[config.mk]
export PLATFORM = sky130hd
export DESIGN_NAME = lba_to_chs_track_splitter
export DESIGN_NICKNAME = d
export VERILOG_FILES = /design/src/design/lcts_pkg.sv /design/src/design/lba_to_chs_track_splitter.sv /design/src/design/lcts_divider.sv /design/src/design/lcts_datapath.sv /design/src/design/lcts_ctrl.sv
export VERILOG_INCLUDE_DIRS = /design/src /design/src/design
export SDC_FILE = /design/constraint.sdc
export NUM_CORES = 1
export LEC_CHECK = 0
export BUFFER_PORTS_ARGS = -buffer_cell sky130_fd_sc_hd__buf_2
export CORE_MARGIN = 1
export CORE_UTILIZATION = 62
export DETAILED_ROUTE_END_ITERATION = 10
export PLACE_DENSITY = 0.95
export SYNTH_ARGS = -nofsm -noshare
export SYNTH_HDL_FRONTEND = slang
export SYNTH_HIERARCHICAL = 1
export SYNTH_SLANG_ARGS = --single-unit
[constraint.sdc]
create_clock -name clock -period 5.48 [get_ports clock]
set_input_delay 0.548 -clock clock [delete_from_list [all_inputs] [get_ports clock]]
set_output_delay 0.548 -clock clock [all_outputs]
set_load 0.1 [all_outputs]
[src/design/lba_to_chs_track_splitter_defines.svh]
// Assertion macros shared by the track splitter RTL.
// Each macro expects signals named clock and reset in the including scope.
`ifndef LBA_TO_CHS_TRACK_SPLITTER_DEFINES_SVH
`define LBA_TO_CHS_TRACK_SPLITTER_DEFINES_SVH

// The consequent must hold in the same cycle as the antecedent.
`define LCTS_ASSERT_NOW(label, ante, cons, msg) \
   label: assert property (@(posedge clock) disable iff (reset) (ante) |-> (cons)) \
      else $error(msg);

// The consequent must hold in the cycle after the antecedent.
`define LCTS_ASSERT_NEXT(label, ante, cons, msg) \
   label: assert property (@(posedge clock) disable iff (reset) (ante) |=> (cons)) \
      else $error(msg);

`endif

[src/design/lcts_pkg.sv]
// Shared types, constants and geometry helpers for the LBA to CHS track splitter.
// Used by the controller, the datapath and the top level.
`default_nettype none

package lcts_pkg;

   localparam int unsigned LbaWidth     = 32;
   localparam int unsigned PagesWidth   = 3;
   localparam int unsigned SptWidth     = 6;
   localparam int unsigned HeadsWidth   = 9;
   localparam int unsigned CylWidth     = 10;
   localparam int unsigned HeadWidth    = 8;
   localparam int unsigned CountWidth   = 6;
   localparam int unsigned ReqDataWidth = 40;
   localparam int unsigned RspDataWidth = 40;
   localparam int unsigned CsrAddrWidth = 3;

   localparam logic [SptWidth-1:0]   SptReset   = 6'd63;
   localparam logic [HeadsWidth-1:0] HeadsReset = 9'd16;
   localparam logic [HeadsWidth-1:0] HeadsMax   = 9'd256;

   // Register index as selected by address bit 2.
   localparam logic RegSpt   = 1'b0;
   localparam logic RegHeads = 1'b1;

   typedef enum logic [6:0] {
      ST_IDLE   = 7'b0000001,
      ST_START1 = 7'b0000010,
      ST_WAIT1  = 7'b0000100,
      ST_START2 = 7'b0001000,
      ST_WAIT2  = 7'b0010000,
      ST_SETUP  = 7'b0100000,
      ST_EMIT   = 7'b1000000
   } lcts_state_type;

   typedef struct packed {
      logic load_req;
      logic div_start;
      logic div_second;
      logic capture_sector;
      logic setup;
      logic emit;
   } lcts_cmd_type;

   typedef struct packed {
      logic div_busy;
      logic next_last;
      logic out_free;
   } lcts_status_type;

   function automatic logic [SptWidth-1:0] eff_spt(input logic [SptWidth-1:0] spt);
      eff_spt = (spt == '0) ? SptWidth'(1) : spt;
   endfunction

   function automatic logic [HeadsWidth-1:0] eff_heads(input logic [HeadsWidth-1:0] heads);
      priority if (heads == '0) begin
         eff_heads = HeadsWidth'(1);
      end else if (heads > HeadsMax) begin
         eff_heads = HeadsMax;
      end else begin
         eff_heads = heads;
      end
   endfunction

endpackage

`default_nettype wire

[src/design/lba_to_chs_track_splitter.sv]
// Top level of the LBA to CHS track splitter: register port, controller and datapath.
// Depends on lcts_pkg, lcts_ctrl, lcts_datapath and the assertion macro header.
//
// A request carries a starting logical sector and a page count of eight sectors each.
// The block converts the sector to cylinder, head and sector with the configured
// geometry and emits one read command per track touched; a page count of zero gives
// one command with a sector count of zero. Both conversions run through one shared
// restoring divider at one quotient bit per cycle; once both are done, the block emits one
// command per cycle while the output is taken, at most 56 commands per request. One
// request is handled at a time; the next one is accepted as soon as the last command is
// in the output register. Cylinder numbers carry only their low ten bits. The user must
// write geometry through the register port only while no request is in flight; the
// block itself does not enforce this.
`include "lba_to_chs_track_splitter_defines.svh"
`default_nettype none

module lba_to_chs_track_splitter
   import lcts_pkg::*;
(
   input  wire logic                    clock,
   input  wire logic                    reset,
   // req_tdata: start_lba [31:0], page_count [34:32], zero [39:35]
   input  wire logic                    req_tvalid,
   output logic                         req_tready,
   input  wire logic [ReqDataWidth-1:0] req_tdata,
   // rsp_tdata: cylinder [9:0], head [17:10], start_sector [23:18],
   //            sector_count [29:24], buffer_offset [35:30], zero [39:36]
   output logic                         rsp_tvalid,
   input  wire logic                    rsp_tready,
   output logic [RspDataWidth-1:0]      rsp_tdata,
   output logic                         rsp_tlast,
   input  wire logic                    csr_psel,
   input  wire logic                    csr_penable,
   input  wire logic                    csr_pwrite,
   input  wire logic [CsrAddrWidth-1:0] csr_paddr,
   input  wire logic [31:0]             csr_pwdata,
   output logic [31:0]                  csr_prdata,
   output logic                         csr_pready
);

   logic [SptWidth-1:0]   spt_ff, spt_in;
   logic [HeadsWidth-1:0] heads_ff, heads_in;
   logic                  csr_write;

   lcts_cmd_type          cmd;
   lcts_status_type       status;

   logic [CylWidth-1:0]   rsp_cylinder;
   logic [HeadWidth-1:0]  rsp_head;
   logic [SptWidth-1:0]   rsp_start_sector;
   logic [CountWidth-1:0] rsp_sector_count;
   logic [CountWidth-1:0] rsp_buffer_offset;

   assign csr_pready = 1'b1;
   assign csr_write  = csr_psel && csr_penable && csr_pwrite && csr_pready;

   always_comb begin
      spt_in   = spt_ff;
      heads_in = heads_ff;
      if (csr_write) begin
         unique case (csr_paddr[2])
            RegSpt:   spt_in   = csr_pwdata[SptWidth-1:0];
            RegHeads: heads_in = csr_pwdata[HeadsWidth-1:0];
            default:  spt_in   = spt_ff;
         endcase
      end
   end

   always_ff @(posedge clock) begin
      if (reset) begin
         spt_ff   <= SptReset;
         heads_ff <= HeadsReset;
      end else begin
         spt_ff   <= spt_in;
         heads_ff <= heads_in;
      end
   end

   assign csr_prdata = (csr_paddr[2] == RegHeads) ? {23'd0, heads_ff} : {26'd0, spt_ff};

   lcts_ctrl u_ctrl (
      .clock      (clock),
      .reset      (reset),
      .req_tvalid (req_tvalid),
      .req_tready (req_tready),
      .status     (status),
      .cmd        (cmd)
   );

   lcts_datapath u_datapath (
      .clock             (clock),
      .reset             (reset),
      .cmd               (cmd),
      .status            (status),
      .req_lba           (req_tdata[LbaWidth-1:0]),
      .req_pages         (req_tdata[LbaWidth+PagesWidth-1:LbaWidth]),
      .spt_eff           (eff_spt(spt_ff)),
      .heads_eff         (eff_heads(heads_ff)),
      .rsp_tready        (rsp_tready),
      .rsp_tvalid        (rsp_tvalid),
      .rsp_cylinder      (rsp_cylinder),
      .rsp_head          (rsp_head),
      .rsp_start_sector  (rsp_start_sector),
      .rsp_sector_count  (rsp_sector_count),
      .rsp_buffer_offset (rsp_buffer_offset),
      .rsp_last          (rsp_tlast)
   );

   assign rsp_tdata = {4'b0000, rsp_buffer_offset, rsp_sector_count, rsp_start_sector,
                       rsp_head, rsp_cylinder};

   // A request keeps the block busy for at least the two divisions.
   `LCTS_ASSERT_NEXT(a_busy_after_request, req_tvalid && req_tready, !req_tready,
      "request accepted while the previous one is still in flight")

   // Every command stays inside the eight-sector pages of the request.
   `LCTS_ASSERT_NOW(a_offset_in_buffer, rsp_tvalid,
      ({1'b0, rsp_buffer_offset} + {1'b0, rsp_sector_count}) <= 7'd56,
      "command reaches past the end of the request buffer")

   // Only the final command of a request may carry zero sectors.
   `LCTS_ASSERT_NOW(a_empty_only_last, rsp_tvalid && !rsp_tlast,
      rsp_sector_count != 6'd0,
      "empty command that is not the last of its request")

endmodule

`default_nettype wire

[src/design/lcts_divider.sv]
// Restoring divider, one quotient bit per cycle, 32-bit dividend by 9-bit divisor.
// Depends on lcts_pkg for widths.
`default_nettype none

module lcts_divider
   import lcts_pkg::*;
(
   input  wire logic                  clock,
   input  wire logic                  reset,
   input  wire logic                  start,
   input  wire logic [LbaWidth-1:0]   dividend,
   input  wire logic [HeadsWidth-1:0] divisor,
   output logic                       busy,
   output logic [LbaWidth-1:0]        quotient,
   output logic [HeadsWidth-1:0]      remainder
);

   logic                  busy_ff, busy_in;
   logic [4:0]            count_ff, count_in;
   logic [LbaWidth-1:0]   quo_ff, quo_in;
   logic [HeadsWidth-1:0] rem_ff, rem_in;
   logic [HeadsWidth-1:0] div_ff, div_in;
   logic [HeadsWidth:0]   rem_sh;
   logic [HeadsWidth:0]   rem_sub;
   logic                  ge;

   always_comb begin
      rem_sh  = {rem_ff, quo_ff[LbaWidth-1]};
      ge      = rem_sh >= {1'b0, div_ff};
      rem_sub = rem_sh - {1'b0, div_ff};
      busy_in  = busy_ff;
      count_in = count_ff;
      quo_in   = quo_ff;
      rem_in   = rem_ff;
      div_in   = div_ff;
      if (start) begin
         busy_in  = 1'b1;
         count_in = '0;
         quo_in   = dividend;
         rem_in   = '0;
         div_in   = divisor;
      end else if (busy_ff) begin
         quo_in   = {quo_ff[LbaWidth-2:0], ge};
         rem_in   = ge ? rem_sub[HeadsWidth-1:0] : rem_sh[HeadsWidth-1:0];
         count_in = count_ff + 5'd1;
         if (count_ff == 5'd31) begin
            busy_in = 1'b0;
         end
      end
   end

   always_ff @(posedge clock) begin
      if (reset) begin
         busy_ff  <= 1'b0;
         count_ff <= '0;
      end else begin
         busy_ff  <= busy_in;
         count_ff <= count_in;
      end
   end

   always_ff @(posedge clock) begin
      quo_ff <= quo_in;
      rem_ff <= rem_in;
      div_ff <= div_in;
   end

   assign busy      = busy_ff;
   assign quotient  = quo_ff;
   assign remainder = rem_ff;

endmodule

`default_nettype wire

[src/design/lcts_datapath.sv]
// Datapath: request capture, the shared divider, track position and output register.
// Depends on lcts_pkg and lcts_divider.
`default_nettype none

module lcts_datapath
   import lcts_pkg::*;
(
   input  wire logic                    clock,
   input  wire logic                    reset,
   input  wire lcts_cmd_type            cmd,
   output lcts_status_type              status,
   input  wire logic [LbaWidth-1:0]     req_lba,
   input  wire logic [PagesWidth-1:0]   req_pages,
   input  wire logic [SptWidth-1:0]     spt_eff,
   input  wire logic [HeadsWidth-1:0]   heads_eff,
   input  wire logic                    rsp_tready,
   output logic                         rsp_tvalid,
   output logic [CylWidth-1:0]          rsp_cylinder,
   output logic [HeadWidth-1:0]         rsp_head,
   output logic [SptWidth-1:0]          rsp_start_sector,
   output logic [CountWidth-1:0]        rsp_sector_count,
   output logic [CountWidth-1:0]        rsp_buffer_offset,
   output logic                         rsp_last
);

   logic [LbaWidth-1:0]   lba_ff, lba_in;
   logic [PagesWidth-1:0] pages_ff, pages_in;
   logic [CylWidth-1:0]   cyl_ff, cyl_in;
   logic [HeadWidth-1:0]  head_ff, head_in;
   logic [SptWidth-1:0]   sector_ff, sector_in;
   logic [CountWidth-1:0] remaining_ff, remaining_in;
   logic [CountWidth-1:0] offset_ff, offset_in;
   logic [SptWidth-1:0]   chunk_ff, chunk_in;

   logic                  valid_ff, valid_in;
   logic [CylWidth-1:0]   o_cyl_ff, o_cyl_in;
   logic [HeadWidth-1:0]  o_head_ff, o_head_in;
   logic [SptWidth-1:0]   o_sector_ff, o_sector_in;
   logic [CountWidth-1:0] o_count_ff, o_count_in;
   logic [CountWidth-1:0] o_offset_ff, o_offset_in;
   logic                  o_last_ff, o_last_in;

   logic                  div_busy;
   logic [LbaWidth-1:0]   div_quo;
   logic [HeadsWidth-1:0] div_rem;
   logic [LbaWidth-1:0]   div_dividend;
   logic [HeadsWidth-1:0] div_divisor;

   logic                  last_now;
   logic [CountWidth-1:0] count_now;
   logic [HeadsWidth-1:0] head_next;

   // The second division reuses the quotient of the first, still held in the divider.
   assign div_dividend = cmd.div_second ? div_quo : lba_ff;
   assign div_divisor  = cmd.div_second ? heads_eff : {3'b000, spt_eff};

   lcts_divider u_divider (
      .clock     (clock),
      .reset     (reset),
      .start     (cmd.div_start),
      .dividend  (div_dividend),
      .divisor   (div_divisor),
      .busy      (div_busy),
      .quotient  (div_quo),
      .remainder (div_rem)
   );

   assign last_now  = chunk_ff >= remaining_ff;
   assign count_now = last_now ? remaining_ff : chunk_ff;
   assign head_next = {1'b0, head_ff} + HeadsWidth'(1);

   always_comb begin
      lba_in       = lba_ff;
      pages_in     = pages_ff;
      cyl_in       = cyl_ff;
      head_in      = head_ff;
      sector_in    = sector_ff;
      remaining_in = remaining_ff;
      offset_in    = offset_ff;
      chunk_in     = chunk_ff;
      o_cyl_in     = o_cyl_ff;
      o_head_in    = o_head_ff;
      o_sector_in  = o_sector_ff;
      o_count_in   = o_count_ff;
      o_offset_in  = o_offset_ff;
      o_last_in    = o_last_ff;
      valid_in     = rsp_tready ? 1'b0 : valid_ff;

      if (cmd.load_req) begin
         lba_in   = req_lba;
         pages_in = req_pages;
      end
      if (cmd.capture_sector) begin
         sector_in = div_rem[SptWidth-1:0] + SptWidth'(1);
      end
      if (cmd.setup) begin
         head_in      = div_rem[HeadWidth-1:0];
         cyl_in       = div_quo[CylWidth-1:0];
         remaining_in = {pages_ff, 3'b000};
         offset_in    = '0;
         chunk_in     = spt_eff - sector_ff + SptWidth'(1);
      end
      if (cmd.emit) begin
         valid_in     = 1'b1;
         o_cyl_in     = cyl_ff;
         o_head_in    = head_ff;
         o_sector_in  = sector_ff;
         o_count_in   = count_now;
         o_offset_in  = offset_ff;
         o_last_in    = last_now;
         offset_in    = offset_ff + count_now;
         remaining_in = remaining_ff - count_now;
         chunk_in     = spt_eff;
         sector_in    = SptWidth'(1);
         if (head_next >= heads_eff) begin
            head_in = '0;
            cyl_in  = cyl_ff + CylWidth'(1);
         end else begin
            head_in = head_next[HeadWidth-1:0];
         end
      end
   end

   always_ff @(posedge clock) begin
      if (reset) begin
         valid_ff <= 1'b0;
      end else begin
         valid_ff <= valid_in;
      end
   end

   always_ff @(posedge clock) begin
      lba_ff       <= lba_in;
      pages_ff     <= pages_in;
      cyl_ff       <= cyl_in;
      head_ff      <= head_in;
      sector_ff    <= sector_in;
      remaining_ff <= remaining_in;
      offset_ff    <= offset_in;
      chunk_ff     <= chunk_in;
      o_cyl_ff     <= o_cyl_in;
      o_head_ff    <= o_head_in;
      o_sector_ff  <= o_sector_in;
      o_count_ff   <= o_count_in;
      o_offset_ff  <= o_offset_in;
      o_last_ff    <= o_last_in;
   end

   assign status.div_busy  = div_busy;
   assign status.next_last = last_now;
   assign status.out_free  = !valid_ff || rsp_tready;

   assign rsp_tvalid        = valid_ff;
   assign rsp_cylinder      = o_cyl_ff;
   assign rsp_head          = o_head_ff;
   assign rsp_start_sector  = o_sector_ff;
   assign rsp_sector_count  = o_count_ff;
   assign rsp_buffer_offset = o_offset_ff;
   assign rsp_last          = o_last_ff;

endmodule

`default_nettype wire

[src/design/lcts_ctrl.sv]
// Controller state machine: sequences the two divisions and the command emission.
// Depends on lcts_pkg for the state and command types.
`default_nettype none

module lcts_ctrl
   import lcts_pkg::*;
(
   input  wire logic            clock,
   input  wire logic            reset,
   input  wire logic            req_tvalid,
   output logic                 req_tready,
   input  wire lcts_status_type status,
   output lcts_cmd_type         cmd
);

   lcts_state_type state_ff, state_in;

   always_comb begin
      state_in = state_ff;
      cmd      = '0;
      unique case (state_ff)
         ST_IDLE: begin
            if (req_tvalid) begin
               cmd.load_req = 1'b1;
               state_in     = ST_START1;
            end
         end
         ST_START1: begin
            cmd.div_start = 1'b1;
            state_in      = ST_WAIT1;
         end
         ST_WAIT1: begin
            if (!status.div_busy) begin
               state_in = ST_START2;
            end
         end
         ST_START2: begin
            cmd.div_start      = 1'b1;
            cmd.div_second     = 1'b1;
            cmd.capture_sector = 1'b1;
            state_in           = ST_WAIT2;
         end
         ST_WAIT2: begin
            if (!status.div_busy) begin
               state_in = ST_SETUP;
            end
         end
         ST_SETUP: begin
            cmd.setup = 1'b1;
            state_in  = ST_EMIT;
         end
         ST_EMIT: begin
            if (status.out_free) begin
               cmd.emit = 1'b1;
               if (status.next_last) begin
                  state_in = ST_IDLE;
               end
            end
         end
         default: begin
            state_in = ST_IDLE;
         end
      endcase
   end

   always_ff @(posedge clock) begin
      if (reset) begin
         state_ff <= ST_IDLE;
      end else begin
         state_ff <= state_in;
      end
   end

   assign req_tready = (state_ff == ST_IDLE);

endmodule

`default_nettype wire
==> out/qor.csv <==
metric,value,unit
Synth Area in Adders,6.78,%
hold buffer count at cts,0,
Worst slew margin,27.0,%
Synth Area in Simple Gates,10.5,%
drt total wl,20000,microns
CP Class,flop to flop,
hold path cells,1,
Die Height,129,microns
DR pass1 iterations,5,
post-route ant nets,0,
Pwr Density,348,nW/um^2
share of layout cells above drive strength 1,24.9,%
crit-path max FO,11,
Worst R2R Setup Slack,2.16,ns
die area,16700,sq um
Reg2Reg Depth,12,
combinational family with the most area after synthesis,multiplexers,
Final setup viols,0,
post-synthesis cell count,842,
Hold EP,u_datapath/lba_ff[5]$_DFFE_PP_,
Critical Path Start Type,flop,
maximum buffer depth of the clock tree,2,
fmax,302,MHz
# clock sinks,193,
number of global-route vias before repair,6510,
worst slew pin tran,1.09,ns
proportion of synthesized area in mux cells,13.4,%
Avg WL per Cell,17.4,microns
most frequent cells in the layout,"139 x edfxtp_1, 99 x buf_2, 83 x mux2_2",
Seq. cell area,5260,sq um
initial DRC count,534,
Multi-input gate area,4240,sq um
period utilization,60.5,%
root buf cell,clkbuf_16,
CTS clock-pin slew for the worst setup and hold paths,0.07,ns
clock period minus worst slack,3.32,ns
crit path DAT,3.49,ns
later-pin clock latency in the skew report,0.43,ns
outcome,"complete, no violations",
Resize count post-CTS,0,
Vias/cell,5.78,
GPL Wtd Cong,0.852,
Final Cell Area,11100,sq um
Port-buffer cells,99,
first-pass GRT wire length,32000,microns
CTS tree,yes,
GRT Residual Overflow,0,
ys flop type,edfxtp_1,
Vias,6655,
Max Transition Viols Final,0,
Reg-to-Reg End,u_datapath/remaining_ff[4]$_DFFE_PP_,
r2r startpoint,u_datapath/remaining_ff[0]$_SDFFCE_PN0P_,
Compound-Gate Fraction of Synth Area,7.24,%
number of setup buffers added after CTS,0,
Yosys reg bits,193,
Final Hold Vio Count,0,
TritonCTS Buffers,17,
Fin Setup TNS,0,ns
Initial Utilization,63.4,%
Final nets,1056,
num rows,46,
Hold WC Path Type,input pin to flop,
Area growth syn-to-layout,10.6,%
Required @ worst endpoint,5.66,ns
"EDFF count, synth",139,
width of the die,129,microns
Fin Clk Skew,0.00892,ns
"Seq/Total Area, Yosys",52.3,%
DR DRC count,0,
yosys warns,6,
antenna violations before repair,1,
"leading cell type in the layout, fill and taps excluded",edfxtp_1,
synthesized area per cell,11.9,sq um
Max Cap Viol,0,
synthesized area,10000,sq um
ys async rst share,0,%
GR Util All Layers,25.0,%
pin count of the biggest net entering global routing,61,
Detail Placement HPWL,13200,microns
I/O pin total,158,
fillers,1040,
RSZ-0062 raised after global routing,no,
Peak VDD IR,0.287,mV
post-synthesis xor/xnor area fraction,3.23,%
HP Start,req_tdata[5],
Placeable Area,15800,sq um
Post-DP Area,10500,sq um
Setup crit end kind,flop,
number of unique standard cell types used by synthesis,66,
Min Hold Slack,0.287,ns
H-Tree Depth,4,
Leakage,4.24,nW
## cell usage after synthesis, types with 15 or more instances
cell / n / area [sq um]
clkbuf_1: 22 / 82.6
inv_1: 63 / 236
a21oi_1: 16 / 80.1
mux2i_1: 38 / 380
ha_1: 48 / 601
buf_4: 33 / 248
mux2_2: 83 / 935
nand3_1: 15 / 75.1
nor2_1: 48 / 180
o21ai_0: 21 / 105
nand2_1: 40 / 150
nand2b_1: 20 / 125
edfxtp_1: 139 / 4170
xnor2_1: 18 / 158
dfxtp_1: 54 / 1080
xor2_1: 19 / 166
## cell families (layout without fill, tap and decap cells)
logic type | Yosys count | in the layout
adders and majority gates | 52 | 52
buffers and inverters | 131 | 198
and+or+nand+nor | 202 | 202
AOI/OAI and AO/OA | 102 | 102
other | 2 | 29
DFF | 193 | 193
xor gates and xnor gates | 37 | 37
muxes | 123 | 123
## state kept, by name, indices dropped and copies added, names as in the netlist, 3 cells and up
signal	flops
u_datapath/chunk_ff	6
u_ctrl/state_ff	7
u_datapath/rsp_cylinder	10
u_datapath/pages_ff	3
u_datapath/u_divider/remainder	9
u_datapath/offset_ff	6
heads_ff	9
u_datapath/sector_ff	6
u_datapath/cyl_ff	10
u_datapath/u_divider/count_ff	5
u_datapath/rsp_start_sector	6
u_datapath/lba_ff	32
spt_ff	6
u_datapath/head_ff	8
u_datapath/rsp_sector_count	6
u_datapath/remaining_ff	6
u_datapath/rsp_head	8
u_datapath/u_divider/quotient	32
u_datapath/u_divider/div_ff	9
u_datapath/rsp_buffer_offset	6
## area by class of cell
type                    count  area share, %
inverters                  63           2.13
clock inverters            15           1.30
clock buffers              17           3.83
repair buffers            103           4.73
well taps                 216           2.43
multi-input cells         544           38.2
flip-flops and latches    193           47.3
diodes                      1         0.0225
## routing by layer
| metal | GRT usage, % | wire, microns | vias to the layer above | part of all wire [%] |
|---|---|---|---|---|
| li1 | - | - | 3133 | - |
| met1 | 30.2 | 8220 | 3212 | 41 |
| met2 | 43.6 | 10200 | 267 | 51 |
| met3 | 4.87 | 1130 | 43 | 5.7 |
| met4 | 10.4 | 449 | 0 | 2.2 |
| met5 | 0 | 0 | - | 0 |
## critical path, cell delays in order, from the launching register on
cell      delay [ns]
edfxtp_1        0.41
ha_1            0.31
nand2b_1        0.16
a31oi_2         0.25
o21ai_4         0.16
o21ai_0         0.38
ha_1            0.24
inv_1           0.05
fa_1            0.40
a21o_1          0.18
a21oi_1         0.18
xnor2_1         0.08
mux2_2          0.26
## power by group
part           internal (mW)  switching, mW
Sequential              1.71          0.114
Clock                  0.667          0.533
Combinational          0.304          0.533
Total                   2.68           1.18
## worst max path at each step
stage | start | endpoint | cells after the start
floorplan | u_datapath/rsp_tvalid$_SDFFE_PP0P_ | u_datapath/chunk_ff[0]$_DFFE_PP_ | 5
global placement | u_datapath/remaining_ff[0]$_SDFFCE_PN0P_ | u_datapath/remaining_ff[4]$_DFFE_PP_ | 12
detailed placement | u_datapath/remaining_ff[0]$_SDFFCE_PN0P_ | u_datapath/remaining_ff[4]$_DFFE_PP_ | 12
CTS | u_datapath/remaining_ff[0]$_SDFFCE_PN0P_ | u_datapath/remaining_ff[4]$_DFFE_PP_ | 12
global route | u_datapath/remaining_ff[1]$_SDFFCE_PN0P_ | u_datapath/remaining_ff[3]$_DFFE_PP_ | 12
finish | u_datapath/remaining_ff[0]$_SDFFCE_PN0P_ | u_datapath/remaining_ff[4]$_DFFE_PP_ | 12
## metrics by stage
step | worst slack [ns] | util (%) | cells | power [mW]
floorplan | 2.17 | - | 868 | 2.47
global placement | 2.29 | 66.5 | 1119 | 2.61
detailed placement | 2.15 | 66.5 | 1119 | 2.65
CTS | 2.12 | 70.1 | 1151 | 3.85
global route | 1.95 | 70.1 | 1152 | 4.00
finish | 2.16 | 70.1 | 1152 | 3.86
Power figures use the tool's default switching activity.
